$ cat src/stip_pkg.sv
// Shared types, constants and the digit decoder of the string-to-integer parser.
// No dependencies; every other file of the block imports this package.
package stip_pkg;

  localparam int MAX_CHARS  = 4096;
  localparam int POS_W      = $clog2(MAX_CHARS + 1);
  localparam int ACC_W      = 64;
  localparam int BASE_W     = 6;
  localparam int CHAR_W     = 8;
  localparam int OUT_BITS   = ACC_W + POS_W;
  localparam int OUT_DATA_W = ((OUT_BITS + 7) / 8) * 8;

  localparam logic [BASE_W-1:0] BASE_RESET = BASE_W'(10);
  localparam logic [BASE_W-1:0] BASE_DEC   = BASE_W'(10);
  localparam logic [BASE_W-1:0] BASE_OCT   = BASE_W'(8);
  localparam logic [BASE_W-1:0] BASE_HEX   = BASE_W'(16);
  localparam logic [BASE_W-1:0] BASE_AUTO  = BASE_W'(0);
  localparam logic [BASE_W-1:0] BASE_UNARY = BASE_W'(1);
  localparam logic [BASE_W-1:0] BASE_MAX   = BASE_W'(36);

  localparam logic [CHAR_W-1:0] CH_NUL   = 8'h00;
  localparam logic [CHAR_W-1:0] CH_TAB   = 8'h09;
  localparam logic [CHAR_W-1:0] CH_LF    = 8'h0A;
  localparam logic [CHAR_W-1:0] CH_CR    = 8'h0D;
  localparam logic [CHAR_W-1:0] CH_SPACE = 8'h20;
  localparam logic [CHAR_W-1:0] CH_PLUS  = 8'h2B;
  localparam logic [CHAR_W-1:0] CH_MINUS = 8'h2D;
  localparam logic [CHAR_W-1:0] CH_ZERO  = 8'h30;
  localparam logic [CHAR_W-1:0] CH_NINE  = 8'h39;
  localparam logic [CHAR_W-1:0] CH_UP_A  = 8'h41;
  localparam logic [CHAR_W-1:0] CH_UP_X  = 8'h58;
  localparam logic [CHAR_W-1:0] CH_UP_Z  = 8'h5A;
  localparam logic [CHAR_W-1:0] CH_LO_A  = 8'h61;
  localparam logic [CHAR_W-1:0] CH_LO_X  = 8'h78;
  localparam logic [CHAR_W-1:0] CH_LO_Z  = 8'h7A;
  localparam logic [CHAR_W-1:0] NO_DIGIT = 8'hFF;

  typedef enum logic [2:0] {
    PH_SPACE,
    PH_SIGNED,
    PH_ZERO,
    PH_XSEEN,
    PH_DIGITS,
    PH_DONE
  } phase_t;

  typedef struct packed {
    logic signed [ACC_W-1:0] value;
    logic [POS_W-1:0]        end_offset;
  } parse_res_t;

  function automatic logic [CHAR_W-1:0] digit_of(input logic [CHAR_W-1:0] c);
    logic [CHAR_W-1:0] d;
    d = NO_DIGIT;
    if (c >= CH_ZERO && c <= CH_NINE) begin
      d = c - CH_ZERO;
    end else if (c >= CH_LO_A && c <= CH_LO_Z) begin
      d = c - CH_LO_A + 8'd10;
    end else if (c >= CH_UP_A && c <= CH_UP_Z) begin
      d = c - CH_UP_A + 8'd10;
    end
    return d;
  endfunction

endpackage

$ cat src/string_to_integer_parser_top.sv
// Channel   Dir  Bits  Contents
// s_axis    in   8     char_code, one byte of the string; zero ends it
// m_axis    out  80    value [63:0], end_offset [76:64], zero fill [79:77]
// cfg       in   6     number_base, written when cfg_wr_en is high
//
// One byte per cycle while no zero byte waits; a zero byte sits in the input register, and
// its result then goes to the result register. The stip_core multiply-add feeds acc per byte.
// Reset (rst, synchronous) clears the parse and sets number_base to 10.
// Non-zero bytes never stall; a zero byte waits in the input register while the
// result register holds a beat that has not been taken.
// Depends on stip_pkg and stip_core.
module string_to_integer_parser_top (
  input  logic                              clk,
  input  logic                              rst,
  input  logic                              s_axis_tvalid,
  output logic                              s_axis_tready,
  input  logic [stip_pkg::CHAR_W-1:0]       s_axis_tdata,   // char_code
  output logic                              m_axis_tvalid,
  input  logic                              m_axis_tready,
  output logic [stip_pkg::OUT_DATA_W-1:0]   m_axis_tdata,   // value, end_offset, zero fill
  input  logic                              cfg_wr_en,
  input  logic [stip_pkg::BASE_W-1:0]       cfg_wr_data     // number_base
);
  import stip_pkg::*;

  logic [BASE_W-1:0] number_base;
  logic              in_valid;
  logic [CHAR_W-1:0] in_char;
  logic              out_valid;
  parse_res_t        out_res;
  parse_res_t        core_res;
  logic              out_free;
  logic              proc;
  logic              is_term;

  assign is_term       = (in_char == CH_NUL);
  assign out_free      = !out_valid || m_axis_tready;
  assign proc          = in_valid && (!is_term || out_free);
  assign s_axis_tready = !in_valid || proc;

  always_ff @(posedge clk) begin
    if (rst) begin
      number_base <= BASE_RESET;
    end else if (cfg_wr_en) begin
      number_base <= cfg_wr_data;
    end
  end

  always_ff @(posedge clk) begin
    if (rst) begin
      in_valid <= 1'b0;
    end else if (s_axis_tvalid && s_axis_tready) begin
      in_valid <= 1'b1;
    end else if (proc) begin
      in_valid <= 1'b0;
    end
  end

  always_ff @(posedge clk) begin
    if (s_axis_tvalid && s_axis_tready) begin
      in_char <= s_axis_tdata;
    end
  end

  stip_core u_core (
    .clk         (clk),
    .rst         (rst),
    .step        (proc),
    .char_code   (in_char),
    .number_base (number_base),
    .result      (core_res)
  );

  always_ff @(posedge clk) begin
    if (rst) begin
      out_valid <= 1'b0;
    end else if (proc && is_term) begin
      out_valid <= 1'b1;
    end else if (m_axis_tready) begin
      out_valid <= 1'b0;
    end
  end

  always_ff @(posedge clk) begin
    if (proc && is_term) begin
      out_res <= core_res;
    end
  end

  assign m_axis_tvalid = out_valid;
  assign m_axis_tdata  = {{(OUT_DATA_W-OUT_BITS){1'b0}}, out_res.end_offset, out_res.value};

  a_term_loads_result: assert property (@(posedge clk) disable iff (rst)
    proc && is_term |=> out_valid)
    else $error("terminator beat did not load the result register");

  a_result_held: assert property (@(posedge clk) disable iff (rst)
    out_valid && !m_axis_tready |=> out_valid && $stable(out_res))
    else $error("stalled result beat changed");

  a_input_held: assert property (@(posedge clk) disable iff (rst)
    in_valid && !proc |=> in_valid && $stable(in_char))
    else $error("unprocessed input beat lost");

  a_offset_range: assert property (@(posedge clk) disable iff (rst)
    out_valid |-> out_res.end_offset <= POS_W'(MAX_CHARS))
    else $error("end offset beyond saturation limit");

endmodule

$ cat src/stip_core.sv
// Parse state of the string-to-integer parser: phase, accumulator, sign, offsets.
// Advances one byte per step; depends on stip_pkg.
module stip_core (
  input  logic                            clk,
  input  logic                            rst,
  input  logic                            step,
  input  logic [stip_pkg::CHAR_W-1:0]     char_code,
  input  logic [stip_pkg::BASE_W-1:0]     number_base,
  output stip_pkg::parse_res_t            result
);
  import stip_pkg::*;

  phase_t              phase;
  phase_t              phase_next;
  logic [ACC_W-1:0]    acc;
  logic [ACC_W-1:0]    acc_next;
  logic                is_neg;
  logic                is_neg_next;
  logic [BASE_W-1:0]   active_base;
  logic [BASE_W-1:0]   active_base_next;
  logic [POS_W-1:0]    char_pos;
  logic [POS_W-1:0]    stop_pos;
  logic [POS_W-1:0]    stop_pos_next;

  logic [POS_W-1:0]    pos_sat;
  logic [CHAR_W-1:0]   digit;
  logic                is_ws;
  logic                base_bad;
  logic                prefix_ok;
  logic [BASE_W-1:0]   base_pick;
  logic [BASE_W-1:0]   eff_base;
  logic                try_digit;
  logic                zero_prefix;
  logic                set_neg;
  logic                digit_ok;
  logic [ACC_W-1:0]    acc_mul;

  assign pos_sat = (char_pos >= POS_W'(MAX_CHARS)) ? POS_W'(MAX_CHARS) : char_pos + 1'b1;
  assign digit   = digit_of(char_code);
  assign is_ws   = (char_code == CH_SPACE) || (char_code == CH_TAB) ||
                   (char_code == CH_LF) || (char_code == CH_CR);

  assign base_bad  = (number_base == BASE_UNARY) || (number_base > BASE_MAX);
  assign prefix_ok = ((number_base == BASE_AUTO) || (number_base == BASE_HEX)) &&
                     (char_code == CH_ZERO);
  assign base_pick = (number_base == BASE_AUTO) ? BASE_DEC : number_base;

  // next phase and digit-take decision
  always_comb begin
    phase_next  = phase;
    eff_base    = active_base;
    try_digit   = 1'b0;
    zero_prefix = 1'b0;
    set_neg     = 1'b0;
    unique case (phase)
      PH_SPACE, PH_SIGNED: begin
        if (phase == PH_SPACE && is_ws) begin
          phase_next = PH_SPACE;
        end else if (phase == PH_SPACE && char_code == CH_MINUS) begin
          set_neg    = 1'b1;
          phase_next = PH_SIGNED;
        end else if (phase == PH_SPACE && char_code == CH_PLUS) begin
          phase_next = PH_SIGNED;
        end else if (base_bad) begin
          phase_next = PH_DONE;
        end else if (prefix_ok) begin
          zero_prefix = 1'b1;
          phase_next  = PH_ZERO;
        end else begin
          eff_base  = base_pick;
          try_digit = 1'b1;
        end
      end
      PH_ZERO: begin
        if (char_code == CH_LO_X || char_code == CH_UP_X) begin
          phase_next = PH_XSEEN;
        end else begin
          eff_base  = (active_base == BASE_AUTO) ? BASE_OCT : BASE_HEX;
          try_digit = 1'b1;
        end
      end
      PH_XSEEN: begin
        eff_base  = BASE_HEX;
        try_digit = 1'b1;
      end
      PH_DIGITS: begin
        try_digit = 1'b1;
      end
      PH_DONE: begin
        phase_next = PH_DONE;
      end
      default: begin
        phase_next = PH_DONE;
      end
    endcase
    if (try_digit) begin
      phase_next = (digit < {{(CHAR_W-BASE_W){1'b0}}, eff_base}) ? PH_DIGITS : PH_DONE;
    end
  end

  assign digit_ok = digit < {{(CHAR_W-BASE_W){1'b0}}, eff_base};
  assign acc_mul  = ACC_W'(acc * {{(ACC_W-BASE_W){1'b0}}, eff_base});

  // datapath next values
  always_comb begin
    acc_next         = acc;
    stop_pos_next    = stop_pos;
    active_base_next = active_base;
    is_neg_next      = is_neg || set_neg;
    if (zero_prefix) begin
      acc_next         = '0;
      stop_pos_next    = pos_sat;
      active_base_next = number_base;
    end
    if (try_digit) begin
      active_base_next = eff_base;
      if (digit_ok) begin
        acc_next      = acc_mul + {{(ACC_W-CHAR_W){1'b0}}, digit};
        stop_pos_next = pos_sat;
      end
    end
  end

  always_ff @(posedge clk) begin
    if (rst) begin
      phase       <= PH_SPACE;
      acc         <= '0;
      is_neg      <= 1'b0;
      active_base <= '0;
      char_pos    <= '0;
      stop_pos    <= '0;
    end else if (step) begin
      if (char_code == CH_NUL) begin
        phase       <= PH_SPACE;
        acc         <= '0;
        is_neg      <= 1'b0;
        active_base <= '0;
        char_pos    <= '0;
        stop_pos    <= '0;
      end else begin
        phase       <= phase_next;
        acc         <= acc_next;
        is_neg      <= is_neg_next;
        active_base <= active_base_next;
        char_pos    <= pos_sat;
        stop_pos    <= stop_pos_next;
      end
    end
  end

  assign result.value      = is_neg ? (ACC_W'(0) - acc) : acc;
  assign result.end_offset = stop_pos;

endmodule

$ cat config.mk
export PLATFORM = sky130hd
export DESIGN_NAME = string_to_integer_parser_top
export DESIGN_NICKNAME = d
export VERILOG_FILES = /design/src/stip_pkg.sv /design/src/string_to_integer_parser_top.sv /design/src/stip_core.sv
export SDC_FILE = /design/constraint.sdc
export NUM_CORES = 1
export LEC_CHECK = 0
export ABC_AREA = 1
export BUFFER_PORTS_ARGS = -buffer_cell sky130_fd_sc_hd__buf_2
export CORE_MARGIN = 4
export CORE_UTILIZATION = 55
export CTS_CLUSTER_SIZE = 16
export DETAILED_ROUTE_END_ITERATION = 16
export GPL_TIMING_DRIVEN = 0
export HOLD_SLACK_MARGIN = 0.03
export PLACE_DENSITY = 0.82
export SLEW_MARGIN = 30
export SYNTH_ARGS = -nofsm -noshare
export SYNTH_HDL_FRONTEND = slang
export SYNTH_SLANG_ARGS = --single-unit
$ cat constraint.sdc
create_clock -name clk -period 8.2 [get_ports clk]
set_input_delay 0.82 -clock clk [delete_from_list [all_inputs] [get_ports clk]]
set_output_delay 0.82 -clock clk [all_outputs]
set_load 0.02 [all_outputs]
==> impl_summary.txt, run 1 <==
----------------------------------------------------
[Timing]
  Fmax ... 127 MHz
  Worst-case hold slack ... 444 ps
  Setup Skew ... 15.8 ps
  Unrepaired setup endpoints after global routing ... false
  Fraction of the cycle the final worst path needs ... 96.2%
  Max-slew headroom ... 28.0%
  # setup viols final ... 0
  Pins over their slew limit ... 0
  Worst Setup Slack, final ... 309 ps
  Final Hold Vio Count ... 0
  Setup TNS ... 0 ps
  Worst Max-Slew Pin Slew ... 1080 ps
  Shortest period the worst path allows ... 7890 ps

[Worst setup path]
  Worst-path fanout max ... 10
  Worst path slowest cell ... sky130_fd_sc_hd__fa_1
  Biggest cell delay along the critical path ... 520 ps
  Arrival time of the worst setup path ... 8240 ps
  Crit. End Element ... flip-flop
  Endpoint of the worst register-to-register path ... u_core.acc[62]
  Critical path buffer and inverter count ... 5
  Worst EP required ... 8550 ps
  R2r worst-path depth ... 37
  Minimum setup slack among reg-to-reg paths ... 310 ps
  Top cell family by delay on the critical path ... adder cells
  Startpoint of the lowest-slack register-to-register path ... in_char[4]
  Startpoint Class ... flip-flop
  Most Frequent Cell on Critical Path ... sky130_fd_sc_hd__nand2_1
  CP Class ... reg2reg

[Power and ir drop]
  Reported leakage power ... 0.0120 uW
  Worst vdd rail ir drop ... 0.158 mV
  Power density over the cells ... 132 mW/mm^2

[GRT]
  Global-route wire length before repair ... 116000 um
  Initial antenna violation count ... 1
  Overflow after GRT ... 0
  Vias in the first global route ... 21359
  Maximum number of pins on one net before global-route repair ... 51
  Total global-route track usage ... 32.9%

[Yosys]
  Post-synthesis cell type count ... 53
  Gate count of the mapped netlist ... 3060
  FF+latch count, synth ... 193
  Async set-reset flop share out of synthesis ... 0%
  Number of enable flip-flop cells after synthesis ... 85
  Total of warnings raised by yosys ... 0
  Area contributors post-synth ... sky130_fd_sc_hd__fa_1 21%, sky130_fd_sc_hd__edfxtp_1 11%, sky130_fd_sc_hd__nand2_1 10%
  Area of the mapped netlist ... 0.0227 sq mm
  Syn Area/Cell ... 7.43 sq um
  Sequential cell area fraction in the yosys report ... 20.7%
  Main flop type after synthesis ... sky130_fd_sc_hd__dfxtp_1
  Most numerous cell types in the synthesized netlist ... 611 x sky130_fd_sc_hd__nand2_1, 509 x sky130_fd_sc_hd__nor2_1, 340 x sky130_fd_sc_hd__inv_1, 242 x sky130_fd_sc_hd__fa_1, 213 x sky130_fd_sc_hd__a21oi_1
  Portion of synthesized cell area occupied by the leading cell type ... 21.3%
  Yosys top cell by area ... sky130_fd_sc_hd__fa_1
  Most common cell in the netlist ... sky130_fd_sc_hd__nand2_1

[Detailed routing]
  Detail Route Antenna Nets ... 0
  Routed length per instance ... 19.9 um
  DR DRC count ... 0
  Detail-routed via count per cell ... 5.99
  Via count ... 22289
  Starting DRT DRC Count ... 3220
  Final wirelength ... 74100 um
  Number of detailed-route iterations in the first pass ... 9

[Cells and area]
  Finished Core Util ... 60.2%
  Number of nets at the end of the flow ... 3583
  Growth of design area from synthesis to finish ... 8.07%
  Total of fill cells in the finished design ... 3700
  Cell Count, Final, Fillers Out ... 3724
  Fraction of layout instances using a drive strength above 1 ... 6.61%

[Placed design]
  Number of buffer cells added on primary ports ... 96
  Detailed placement HPWL ... 58100 um
  Number of placed instances, taps included ... 3691
  Dpl ws ... -367 ps
  Weighted congestion at the end of routability-driven global placement ... 1.06

[Clock tree]
  Clock tree from TritonCTS ... built
  Clk root buf ... sky130_fd_sc_hd__clkbuf_16
  Post-CTS Setup Inserts ... 0
  Reg clk slew, reported paths ... 80 ps
  Clock Latency Late Sink ... 480 ps
  Cts bufs inserted ... 17
  Count of hold buffers inserted by post-cts repair ... 0
  Count of clock tree sinks ... 193
  Worst-case clock buffer depth ... 2
  H-Tree Depth ... 4

[Hold path]
  Endpoint with the worst hold slack ... m_axis_tdata[74]
  Number of stages on the worst hold path ... 0
  Startpoint of the worst hold path ... u_core.stop_pos[10]
  Path type of the worst min-delay path ... reg2reg

[Floorplanning]
  Die boundary width ... 211 um
  # rows ... 74
  Height of the die ... 211 um
  I/O pin count ... 101
  Initial Util ... 55.7%
  Placeable core region ... 0.0408 sq mm
  Die Footprint ... 0.0447 sq mm

[Run]
  Maxcap violations ... 0

[Outcome]
  Run status ... completed

----------------------------------------------------
-- sequential cells by signal (all words and copies together) (netlist names) --
name,count
u_core.char_pos,13
u_core.active_base,6
u_core.phase,3
u_core.is_neg,1
in_valid,1
u_core.stop_pos,13
number_base,6
u_core.acc,64
m_axis_tvalid,1
in_char,8
m_axis_tdata,77
-- routing by layer --
layer  share of wire, %  GRT usage (%)  wire (um)  vias to the layer above
li1                   -              -          -                    10035
met1                 38           43.9      28100                    10507
met2                 44           50.5      32400                     1456
met3                 12           7.48       9100                      289
met4                6.1           16.9       4520                        2
met5              0.018              0         13                        -
-- through the flow --
step	total power (uW)	instance area, sq um
after floorplan	1930	22800
after global placement	2300	23900
after detailed placement	2320	23900
after CTS	3180	24500
after global routing	3380	24600
final	3240	24600
-- cell type report --
class / count / area [sq um] / area share, %
buffer: 122 / 537 / 2.18
sequential: 193 / 4710 / 19.2
tap: 532 / 666 / 2.71
timing repair buffer: 97 / 508 / 2.07
clock inverter: 15 / 170 / 0.692
antenna: 1 / 2.50 / 0.0102
inverter: 373 / 1410 / 5.73
multi-input combinational: 2374 / 16200 / 65.7
clock buffer: 17 / 425 / 1.73
-- power by group --
| part | switching [uW] | leakage, uW | internal (uW) | total (uW) |
|---|---|---|---|---|
| logic | 917 | 0.0100 | 383 | 1300 |
| registers | 33.7 | 0.00169 | 1030 | 1060 |
| clock network | 444 | 0.000284 | 435 | 878 |
-- cell families (layout without fill, tap and decap cells) --
kind of cell	count (synthesis)	in the layout	synth area share, %
xor gates and xnor gates	117	117	4.50
and+or+nand+nor	1369	1369	24.7
buffers and inverters	495	624	8.44
other	1	4	0.0165
DFF	193	193	20.7
adders and majority gates	386	386	29.2
AOI/OAI and AO/OA	499	499	12.4
-- worst max-delay path by stage --
| stage | start | end | slack, ps | cells after the start |
|---|---|---|---|---|
| after floorplan | in_char[5] | u_core.acc[43] | 1690 | 35 |
| after global placement | in_char[4] | u_core.acc[62] | -390 | 36 |
| after detailed placement | in_char[4] | u_core.acc[62] | -370 | 34 |
| after CTS | in_char[4] | u_core.acc[62] | 130 | 37 |
| after global routing | in_char[4] | u_core.acc[62] | 3 | 36 |
| final | in_char[4] | u_core.acc[62] | 310 | 37 |
-- worst register-to-register path, delay by kind of cell, from the launching register on --
kind	cells	cell delay [ps]
compound gates	8	1740
simple gates	18	2160
buf+inv	5	780
flops	1	510
fa+ha+maj	6	2570
-- cell usage in the layout, fill, tap and decap left out, types with 103 or more instances in the layout --
cell type,count
sky130_fd_sc_hd__a21oi_1,211
sky130_fd_sc_hd__buf_2,103
sky130_fd_sc_hd__dfxtp_1,108
sky130_fd_sc_hd__fa_1,242
sky130_fd_sc_hd__ha_1,144
sky130_fd_sc_hd__inv_1,339
sky130_fd_sc_hd__nand2_1,609
sky130_fd_sc_hd__nand3_1,122
sky130_fd_sc_hd__nor2_1,509
sky130_fd_sc_hd__o21ai_0,149
-- repair_timing --
item | in CTS | in global routing
pin swaps | 0 | 0
gates resized for setup | 6 | 24
endpoints found under the setup margin | 17 | 35
Power figures use the tool's default switching activity.
==> inputs of run 2 (changes only) <==
Settings changed: CTS_CLUSTER_DIAMETER set to 40, CTS_CLUSTER_SIZE 16 to unset, RECOVER_POWER set to 50.
==> impl_summary.txt, run 2 (same netlist as run 1, synthesis figures left out) <==
----------------------------------------------------
[Outcome]
  Run status ... finished with violations
  Violations in the final reports ... max-capacitance violations, max-slew violations

[Power and ir drop]
  Worst vdd rail ir drop ... 0.159 mV
  Power density over the cells ... 132 mW/mm^2
  Cell-internal power ... 1840 uW
  Combinational fraction of design power ... 40.0%
  Proportion of total power due to net switching ... 43.0%
  Reported leakage power ... 0.0117 uW
  Switching pwr ... 1390 uW
  Portion of total power attributed to sequential cells ... 32.9%
  Clk pwr share ... 27.1%

[Timing]
  Worst Max-Slew Pin Slew ... 1610 ps
  Unrepaired setup endpoints after global routing ... false
  Fraction of the cycle the final worst path needs ... 96.2%
  Fmax ... 127 MHz
  Max-slew headroom ... -8.71%
  Final Hold Vio Count ... 0
  Setup Skew ... 14.9 ps
  Pins over their slew limit ... 10
  # setup viols final ... 0
  Shortest period the worst path allows ... 7890 ps

[Cells and area]
  Number of flip-flops in the largest register ... 77
  Fraction of layout instances using a drive strength above 1 ... 3.98%
  Number of nets at the end of the flow ... 3583
  Seq. cell area ... 0.00471 sq mm
  Growth of design area from synthesis to finish ... 7.54%
  Area taken by multi-input logic gates ... 0.0161 sq mm
  Commonest non-fill, non-tap cells in the layout ... 610 x sky130_fd_sc_hd__nand2_1, 511 x sky130_fd_sc_hd__nor2_1, 339 x sky130_fd_sc_hd__inv_1, 242 x sky130_fd_sc_hd__fa_1, 211 x sky130_fd_sc_hd__a21oi_1
  Total of fill cells in the finished design ... 3725
  Post-layout instance area ... 0.0245 sq mm
  Leading cell type in the layout, fill and taps excluded ... sky130_fd_sc_hd__nand2_1
  Finished Core Util ... 59.9%

[Floorplanning]
  Die boundary width ... 211 um
  Placeable core region ... 0.0408 sq mm
  Initial Util ... 55.7%
  # rows ... 74
  Die Footprint ... 0.0447 sq mm
  I/O pin count ... 101
  Height of the die ... 211 um

[Worst setup path]
  Top cell family by delay on the critical path ... adder cells
  Worst EP required ... 8550 ps
  Number of stages on the worst setup path ... 35
  CP Class ... reg2reg
  Crit. End Element ... flip-flop
  Worst-path fanout max ... 10
  Worst path slowest cell ... sky130_fd_sc_hd__fa_1
  Most Frequent Cell on Critical Path ... sky130_fd_sc_hd__nand2_1
  R2r worst-path depth ... 35
  Arrival time of the worst setup path ... 8240 ps
  Critical path buffer and inverter count ... 4
  Startpoint Class ... flip-flop
  Biggest cell delay along the critical path ... 530 ps

[Detailed routing]
  Detail-routed via count per cell ... 5.95
  DR DRC count ... 0
  Routed length per instance ... 19.9 um
  Final wirelength ... 74200 um
  Via count ... 22181
  Starting DRT DRC Count ... 3256
  Number of detailed-route iterations in the first pass ... 7
  Detail Route Antenna Nets ... 0

[Clock tree]
  H-Tree Depth ... 4
  Clock tree from TritonCTS ... built
  Clock Latency Late Sink ... 480 ps
  Post-CTS Setup Inserts ... 0
  Count of clock tree sinks ... 193
  Worst-case clock buffer depth ... 2
  Count of hold buffers inserted by post-cts repair ... 0
  Cts bufs inserted ... 17
  Clk root buf ... sky130_fd_sc_hd__clkbuf_16
  Reg clk slew, reported paths ... 80 ps

[Placed design]
  Weighted congestion at the end of routability-driven global placement ... 1.06
  Detailed placement HPWL ... 58100 um
  Placed instance area ... 0.0239 sq mm
  Number of buffer cells added on primary ports ... 96

[GRT]
  Most used routing layer ... met2
  Vias in the first global route ... 21359
  Global-route wire length before repair ... 116000 um
  Met3 global-route usage ... 7.48%
  Initial antenna violation count ... 1
  Maximum number of pins on one net before global-route repair ... 51
  Total global-route track usage ... 32.9%
  Overflow after GRT ... 0
  Met1 usage in global routing ... 43.9%
  Met2 usage ... 50.5%

[Hold path]
  Number of stages on the worst hold path ... 0
  Path type of the worst min-delay path ... reg2reg

[Run]
  Maxcap violations ... 1

----------------------------------------------------
-- run 2: path summary, 6_finish.rpt --
path	to	slack [ps]	from
worst max-delay path	u_core.acc[62]	310	in_char[4]
worst min-delay path	m_axis_tdata[74]	440	u_core.stop_pos[10]
worst max register to register	u_core.acc[62]	310	in_char[4]
worst min register to register	m_axis_tdata[74]	440	u_core.stop_pos[10]
-- run 2: what timing repair did --
action                                 CTS  global route
endpoints found under the hold margin    0             0
setup endpoints to repair               17            35
gates resized for setup                  6            24
-- run 2: power groups by stage --
stage / registers [uW] / logic [uW] / clock network (uW)
finish: 1060 / 1290 / 876
global route: 1070 / 1410 / 907
CTS: 1060 / 1250 / 874
detailed placement: 1080 / 1240 / 0
global placement: 1080 / 1220 / 0
floorplan: 1070 / 860 / 0
-- run 2: metal layers --
| layer | wire [um] | part of all wire, % | up-vias |
|---|---|---|---|
| met3 | 8990 | 12 | 276 |
| li1 | - | - | 10039 |
| met2 | 32400 | 44 | 1394 |
| met5 | 13 | 0.018 | - |
| met1 | 28400 | 38 | 10470 |
| met4 | 4410 | 5.9 | 2 |
-- run 2: area by class of cell --
type | instances | area share, %
buffer | 122 | 2.19
tap | 532 | 2.72
timing repair buffer | 97 | 1.68
multi-input combinational | 2374 | 65.9
antenna | 3 | 0.0307
sequential | 193 | 19.3
clock buffer | 17 | 1.74
inverter | 373 | 5.75
clock inverter | 15 | 0.696
-- run 2: per-stage QoR --
| step | setup slack (ps) | hold WS [ps] | power (uW) | std cells | setup TNS [ps] |
|---|---|---|---|---|---|
| after global routing | 2.69 | 467 | 3380 | 3723 | 0 |
| after floorplan | 1690 | 409 | 1930 | 3062 | 0 |
| final | 308 | 445 | 3230 | 3726 | 0 |
| after global placement | -393 | 419 | 2300 | 3690 | -1810 |
| after detailed placement | -367 | 421 | 2320 | 3691 | -1690 |
| after CTS | 126 | 443 | 3180 | 3723 | 0 |
